[config.mk]
export PLATFORM = sky130hd
export DESIGN_NAME = quoted_printable_encoder_unit
export DESIGN_NICKNAME = d
export VERILOG_FILES = /design/src/rtl/qpe_pkg.sv /design/src/rtl/qpe_plan.sv /design/src/rtl/qpe_emit.sv /design/src/rtl/quoted_printable_encoder_unit.sv
export SDC_FILE = /design/constraint.sdc
export NUM_CORES = 1
export LEC_CHECK = 0
export BUFFER_PORTS_ARGS = -buffer_cell sky130_fd_sc_hd__buf_2
export CAP_MARGIN = 30
export CORE_MARGIN = 3
export CORE_UTILIZATION = 70
export CTS_BUF_LIST = sky130_fd_sc_hd__clkbuf_8
export DETAILED_ROUTE_END_ITERATION = 6
export GPL_ROUTABILITY_DRIVEN = 1
export PLACE_DENSITY = 0.95
export SYNTH_ARGS = -nofsm -noshare
export SYNTH_HDL_FRONTEND = slang
export SYNTH_HIERARCHICAL = 1
export SYNTH_SLANG_ARGS = --single-unit
[constraint.sdc]
create_clock -name clk -period 14.2 [get_ports clk]
set_input_delay 0.71 -clock clk [delete_from_list [all_inputs] [get_ports clk]]
set_output_delay 0.71 -clock clk [all_outputs]
set_load 0.05 [all_outputs]
[src/rtl/qpe_pkg.sv]
// ----------------------------------------------------------------------------
// qpe_pkg
// Types, character constants and token helpers shared by the quoted-printable
// encoder modules.
// ----------------------------------------------------------------------------
`timescale 1ns / 1ps

package qpe_pkg;

  localparam logic [7:0] ChCr      = 8'd13;
  localparam logic [7:0] ChLf      = 8'd10;
  localparam logic [7:0] ChEq      = 8'd61;
  localparam logic [7:0] PrintLow  = 8'd32;
  localparam logic [7:0] PrintHigh = 8'd126;
  localparam logic [6:0] LimitReset = 7'd76;

  localparam int MaxChars = 12;
  localparam int TokChars = 6;
  localparam int CountW   = 4;

  typedef struct packed {
    logic [7:0] data_byte;
    logic       end_of_data;
  } in_item_t;

  typedef struct packed {
    logic [7:0] text_byte;
    logic       last_of_run;
    logic       stream_done;
  } out_item_t;

  // Characters of one token, including any soft break in front of it.
  typedef struct packed {
    logic [TokChars-1:0][7:0] chars;
    logic [2:0]               count;
    logic [6:0]               len;
  } token_t;

  // Every character caused by one input word, first character in entry 0.
  typedef struct packed {
    logic [MaxChars-1:0][7:0] chars;
    logic [CountW-1:0]        count;
    logic                     done;
  } plan_t;

  function automatic logic [7:0] hex_char(input logic [3:0] v);
    logic [7:0] r;
    if (v < 4'd10) begin
      r = 8'd48 + {4'b0000, v};
    end else begin
      r = 8'd55 + {4'b0000, v};
    end
    return r;
  endfunction

  function automatic token_t make_token(input logic [7:0] b, input logic [6:0] len_in,
                                        input logic [6:0] limit);
    token_t     t;
    logic       esc;
    logic [7:0] tlen;
    logic [7:0] sum;
    logic       brk;
    t    = '0;
    esc  = (b < PrintLow) || (b > PrintHigh) || (b == ChEq);
    tlen = esc ? 8'd3 : 8'd1;
    sum  = {1'b0, len_in} + tlen;
    brk  = (len_in != 7'd0) && (sum >= {1'b0, limit});
    if (brk) begin
      t.chars[0] = ChEq;
      t.chars[1] = ChCr;
      t.chars[2] = ChLf;
      if (esc) begin
        t.chars[3] = ChEq;
        t.chars[4] = hex_char(b[7:4]);
        t.chars[5] = hex_char(b[3:0]);
        t.count    = 3'd6;
      end else begin
        t.chars[3] = b;
        t.count    = 3'd4;
      end
      t.len = tlen[6:0];
    end else begin
      if (esc) begin
        t.chars[0] = ChEq;
        t.chars[1] = hex_char(b[7:4]);
        t.chars[2] = hex_char(b[3:0]);
        t.count    = 3'd3;
      end else begin
        t.chars[0] = b;
        t.count    = 3'd1;
      end
      t.len = sum[6:0];
    end
    return t;
  endfunction

endpackage

[src/rtl/qpe_plan.sv]
// ----------------------------------------------------------------------------
// qpe_plan
// Works out every character that one input word causes, together with the
// next held-CR flag and line length.
// ----------------------------------------------------------------------------
`timescale 1ns / 1ps

module qpe_plan (
  input  logic             held_cr,
  input  logic [6:0]       line_length,
  input  logic [6:0]       line_limit,
  input  qpe_pkg::in_item_t item,
  output qpe_pkg::plan_t   plan,
  output logic             held_cr_next,
  output logic [6:0]       line_length_next
);

  qpe_pkg::token_t first_tok;
  qpe_pkg::token_t second_tok;
  qpe_pkg::token_t cr_tok;
  qpe_pkg::token_t byte_tok;
  logic [6:0]      len_mid;
  logic            hard_break;
  logic            hold_now;
  logic [5:0]      shift_bits;

  assign hard_break = held_cr && (item.data_byte == qpe_pkg::ChLf);
  assign hold_now   = (item.data_byte == qpe_pkg::ChCr) && !item.end_of_data;

  assign cr_tok   = qpe_pkg::make_token(qpe_pkg::ChCr, line_length, line_limit);
  assign len_mid  = held_cr ? cr_tok.len : line_length;
  assign byte_tok = qpe_pkg::make_token(item.data_byte, len_mid, line_limit);

  always_comb begin
    first_tok  = held_cr ? cr_tok : '0;
    second_tok = hold_now ? '0 : byte_tok;
    shift_bits = {first_tok.count, 3'b000};
    plan       = '0;
    plan.done  = item.end_of_data;
    if (hard_break) begin
      plan.chars[0]    = qpe_pkg::ChCr;
      plan.chars[1]    = qpe_pkg::ChLf;
      plan.count       = qpe_pkg::CountW'(2);
      held_cr_next     = 1'b0;
      line_length_next = 7'd0;
    end else begin
      plan.chars = (8*qpe_pkg::MaxChars)'(first_tok.chars)
                 | ((8*qpe_pkg::MaxChars)'(second_tok.chars) << shift_bits);
      plan.count = {1'b0, first_tok.count} + {1'b0, second_tok.count};
      held_cr_next     = hold_now;
      line_length_next = hold_now ? len_mid : byte_tok.len;
    end
    // The final word of a stream leaves a clean state for the next one.
    if (item.end_of_data) begin
      held_cr_next     = 1'b0;
      line_length_next = 7'd0;
    end
  end

endmodule

[src/rtl/qpe_emit.sv]
// ----------------------------------------------------------------------------
// qpe_emit
// Character buffer that shifts out one encoded character per accepted output
// word and flags the last character of each run and of the stream.
// ----------------------------------------------------------------------------
`timescale 1ns / 1ps

module qpe_emit (
  input  logic               clk,
  input  logic               rst,
  input  logic               load,
  input  qpe_pkg::plan_t     plan,
  output logic               load_ok,
  output logic               out_valid,
  input  logic               out_ready,
  output qpe_pkg::out_item_t out_data
);

  logic [qpe_pkg::MaxChars-1:0][7:0] buffer;
  logic [qpe_pkg::CountW-1:0]        cnt;
  logic                              done_flag;

  assign out_valid = (cnt != '0);
  assign load_ok   = (cnt == '0) || ((cnt == qpe_pkg::CountW'(1)) && out_ready);

  assign out_data.text_byte   = buffer[0];
  assign out_data.last_of_run = (cnt == qpe_pkg::CountW'(1));
  assign out_data.stream_done = (cnt == qpe_pkg::CountW'(1)) && done_flag;

  always_ff @(posedge clk) begin
    if (rst) begin
      cnt <= '0;
    end else if (load) begin
      cnt <= plan.count;
    end else if (out_valid && out_ready) begin
      cnt <= cnt - qpe_pkg::CountW'(1);
    end
  end

  always_ff @(posedge clk) begin
    if (load) begin
      buffer    <= plan.chars;
      done_flag <= plan.done;
    end else if (out_valid && out_ready) begin
      buffer <= buffer >> 8;
    end
  end

`ifndef NO_ASSERTIONS
  a_cnt_bound: assert property (@(posedge clk) disable iff (rst)
    cnt <= qpe_pkg::CountW'(qpe_pkg::MaxChars))
    else $error("character count beyond buffer depth");

  a_load_count: assert property (@(posedge clk) disable iff (rst)
    load |=> (cnt == $past(plan.count)))
    else $error("loaded run length not taken");

  a_load_free: assert property (@(posedge clk) disable iff (rst)
    load |-> load_ok)
    else $error("run loaded over characters still pending");

  a_done_last: assert property (@(posedge clk) disable iff (rst)
    out_valid && out_data.stream_done |-> out_data.last_of_run)
    else $error("stream end flagged before end of run");
`endif

endmodule

[src/rtl/quoted_printable_encoder_unit.sv]
// ----------------------------------------------------------------------------
// quoted_printable_encoder_unit
// A word's first character is offered once it has passed the input register
// and been loaded into the output buffer, which sends one character per cycle
// while out_ready is high. A word yields 1 to 12 characters, a held CR none.
// Reset clears the held CR and the line length and sets line_limit to 76.
// ----------------------------------------------------------------------------
`timescale 1ns / 1ps

module quoted_printable_encoder_unit (
  input  logic               clk,
  input  logic               rst,
  input  logic               in_valid,
  output logic               in_ready,
  input  qpe_pkg::in_item_t  in_data,
  output logic               out_valid,
  input  logic               out_ready,
  output qpe_pkg::out_item_t out_data,
  input  logic               cfg_we,
  input  logic [6:0]         cfg_data
);

  logic              a_valid;
  qpe_pkg::in_item_t a_item;
  logic              held_cr;
  logic              held_cr_next;
  logic [6:0]        line_length;
  logic [6:0]        line_length_next;
  logic [6:0]        line_limit;
  qpe_pkg::plan_t    plan;
  logic              load_ok;
  logic              load;
  logic              a_consume;

  // A word with nothing to emit (a held CR) leaves without waiting on output.
  assign a_consume = a_valid && ((plan.count == '0) || load_ok);
  assign load      = a_valid && (plan.count != '0) && load_ok;
  assign in_ready  = !a_valid || a_consume;

  always_ff @(posedge clk) begin
    if (rst) begin
      a_valid <= 1'b0;
    end else if (in_ready) begin
      a_valid <= in_valid;
    end
  end

  always_ff @(posedge clk) begin
    if (in_valid && in_ready) begin
      a_item <= in_data;
    end
  end

  always_ff @(posedge clk) begin
    if (rst) begin
      held_cr     <= 1'b0;
      line_length <= 7'd0;
    end else if (a_consume) begin
      held_cr     <= held_cr_next;
      line_length <= line_length_next;
    end
  end

  always_ff @(posedge clk) begin
    if (rst) begin
      line_limit <= qpe_pkg::LimitReset;
    end else if (cfg_we) begin
      line_limit <= cfg_data;
    end
  end

  qpe_plan u_plan (
    .held_cr          (held_cr),
    .line_length      (line_length),
    .line_limit       (line_limit),
    .item             (a_item),
    .plan             (plan),
    .held_cr_next     (held_cr_next),
    .line_length_next (line_length_next)
  );

  qpe_emit u_emit (
    .clk       (clk),
    .rst       (rst),
    .load      (load),
    .plan      (plan),
    .load_ok   (load_ok),
    .out_valid (out_valid),
    .out_ready (out_ready),
    .out_data  (out_data)
  );

`ifndef NO_ASSERTIONS
  a_end_clears: assert property (@(posedge clk) disable iff (rst)
    a_consume && a_item.end_of_data |=> !held_cr && (line_length == 7'd0))
    else $error("state not cleared after final word");

  // A CR that is newly held emits nothing when no earlier CR was waiting.
  a_hold_silent: assert property (@(posedge clk) disable iff (rst)
    a_consume && held_cr_next && !held_cr |-> !load)
    else $error("held CR produced characters");

  a_stall_keeps: assert property (@(posedge clk) disable iff (rst)
    a_valid && !a_consume |=> a_valid && $stable(a_item))
    else $error("pending word lost from input register");
`endif

endmodule
==> results.tsv <==
metric	value	unit
outcome	complete, no violations	
synth_seq_cells	126	
vias_in_the_first_global_route	5908	
ioPinCount	33	
dpl.hpwl	13550	µm
place_congestion	0.9992	
cellInternalPower	1.035	mW
timing.max_cap.violations	0	
track_usage	31.49	%
die-height	113.6	µm
clock_tree.buffer_depth	2	
grt_setup_unrepaired	no	
postRouteAntennaNets	0	
die-width	113.6	µm
timing.final.setup_violations	0	
grt_pass1_wl	31350	µm
total_switching_power	0.5591	mW
placed_cells	888	
fraction_of_the_yosys_area_taken_by_sequential_cells	44.22	%
drt-met1-wl	7916	µm
crit_path_max_incr_delay	750	ps
numCtsBuffers	17	
synth_largest_area_cell	sky130_fd_sc_hd__edfxtp_1	
area_delta_synth_final	4.849	%
power_switching_share	35.07	%
grt_max_degree	88	
timing.slew.headroom	32.22	%
cts.reportedPaths.clkPinSlew	80	ps
yosys.area.top_type_share	39.28	%
via_count	6305	
layout_cell_share_with_drive_strength_beyond_1	22.37	%
finalInstanceArea	8496	µm²
syn_avg_cell_area	10.52	µm²
timing.final.crit_share	65.72	%
vdd.ir_drop.worst	0.2464	mV
netlist_top_cells_area	sky130_fd_sc_hd__edfxtp_1 (39%), sky130_fd_sc_hd__mux2_2 (12%), sky130_fd_sc_hd__dfxtp_1 (4.9%), sky130_fd_sc_hd__ha_1 (4.3%), sky130_fd_sc_hd__nor2_1 (3.3%)	
clock_tree.root_cell	sky130_fd_sc_hd__clkbuf_8	
finalWirelength	19800	µm
synth_edf_count	106	
crit_required	14370	ps
dr.max_layer_used	met4	
finClkSkew	12.18	ps
delay_heaviest_family_cp	simple AND/OR/NAND/NOR gates	
tritoncts_num_sinks	126	
initial_utilization	73.14	%
critical_path.most_common_cell	sky130_fd_sc_hd__ha_1	
timing.final.max_slew_violations	0	
timing_hold_violations_final	0	
worst_min_delay_path_class	in2reg	
clock_latency	450	ps
critPathSlowestCell	sky130_fd_sc_hd__nor4_4	
crit_fanout	62	
synth_area	8103	µm²
grt_overflow	0	
place.port_buffers	32	
critPathArrivalTime	9500	ps
antenna_found_initial	0	
post-route-drc-count	0	
htreeDepth	4	
yosys_warnings	6	
avgViaCountPerCell	6.868	
area_of_the_core	11080	µm²
setup.worst_path.class	reg2reg	
cellLeakagePower	3.226	nW
stdcell_count	918	
p_seq_share	44.6	%
detail_route.iter0.violations	1125	
fin_nets	818	
avgRoutedWirePerCell	21.57	µm
netlist-cell-type-count	80	
worstMarginPinSlew	1015	ps
ys_top_cells_by_count	sky130_fd_sc_hd__edfxtp_1 (106), sky130_fd_sc_hd__mux2_2 (88), sky130_fd_sc_hd__nor2_1 (72), sky130_fd_sc_hd__nand2_1 (51), sky130_fd_sc_hd__o21ai_0 (31)	
max_freq	107.2	MHz
synth-async-reset-ratio	0	%
combinationalPowerShare	37.6	%
dieArea	12900	µm²
nature_of_the_critical_path_startpoint	register	
row_count	38	
synth-main-ff-cell	sky130_fd_sc_hd__edfxtp_1	
end_kind	register	
postCtsSetupBuffers	0	
cts_repair_resize_count	0	
crit_buf_inv	7	
detailedRoute.firstPassIterationCount	6	
tritoncts	done	
yosysMostFrequentCell	sky130_fd_sc_hd__edfxtp_1	
power_density	187.6	nW/µm²
clockPowerShare	17.7	%
synthCells	770	
tns_setup	0	ps
dr_wl_met3	2304	µm
dpl_cell_area	8150	µm²
min_clock_period_post_route	9333	ps
final_design_utilization	76.69	%
insertedDiodeCount	0	
route.met2.wl	8886	µm
cts.hold.buffers_added	0	
cell families after synthesis:
kind of cell	Yosys count	synth area share [%]
AO/OA/AOI/OAI	138	11.80
XOR/XNOR	13	1.498
adder cells (fa/ha/maj)	32	5.065
buffers and inverters	99	6.593
flip-flops	126	44.22
multiplexers	96	13.22
other	1	0.04628
AND/OR/NAND/NOR	265	17.56
stage by stage:
step	setup slack, ps	hold slack, ps	total power, mW
3_5_place_dp	5078	491.1	1.303
2_1_floorplan	4520	460.4	1.187
3_3_place_gp	4615	475.4	1.240
6_report	4867	430.0	1.594
4_1_cts	5030	405.4	1.587
5_1_grt	4287	405.4	1.662
state kept, by name (all words and copies together) (netlist names):
name              count
u_emit/cnt            4
u_emit/buffer        88
a_item                9
a_valid               1
line_length           7
u_emit/out_data       8
held_cr               1
line_limit            7
u_emit/done_flag      1
layout by cell type, fill, tap and decap left out, drive strengths merged, types with 13 or more instances in the layout:
cell type,n
a21oi,28
a31oi,16
and2,15
buf,39
clkbuf,17
dfxtp,20
edfxtp,106
ha,28
inv,30
mux2,88
nand2,51
nand3,27
nor2,72
nor3,24
nor3b,13
o21ai,35
layout make-up:
| class | count | area (µm²) |
|---|---|---|
| inverter | 27 | 101.3 |
| timing repair buffer | 39 | 252.7 |
| multi-input combinational | 556 | 4038 |
| sequential | 126 | 3583 |
| tap | 140 | 175.2 |
| clock buffer | 17 | 234.0 |
| fill | 694 | 2582 |
| clock inverter | 13 | 111.4 |
routing by layer:
metal / track usage [%] / vias to the layer above
met1: 44.39 / 2939
met2: 47.15 / 463
met4: 12.42 / 0
met5: 0 / -
met3: 7.851 / 90
li1: - / 2813
worst register-to-register path, delay by kind of cell (launching register included):
kind	cells	cell delay, ps
xor+xnor	2	300
compound gates	6	1370
fa+ha+maj	6	2050
buf+inv	7	1560
flops	1	560
simple gates	13	3150
path summary, 6_finish.rpt:
kind                       start                end  slack [ps]  cells past startpoint
hold / removal        in_data[6]          a_item[6]         430                      1
setup / recovery  line_length[0]  u_emit/buffer[54]        4870                     34
setup reg to reg  line_length[0]  u_emit/buffer[54]        4870                     34
hold reg to reg    line_limit[4]      line_limit[4]         500                      2
power by group through the flow:
stage                     Sequential (mW)  Combinational [mW]  Clock (mW)
final                               0.711               0.600       0.283
after global routing                0.725               0.639       0.299
after CTS                           0.711               0.590       0.286
after detailed placement            0.717               0.586           0
after global placement              0.705               0.535           0
after floorplan                     0.704               0.483           0
Power figures use the tool's default switching activity.
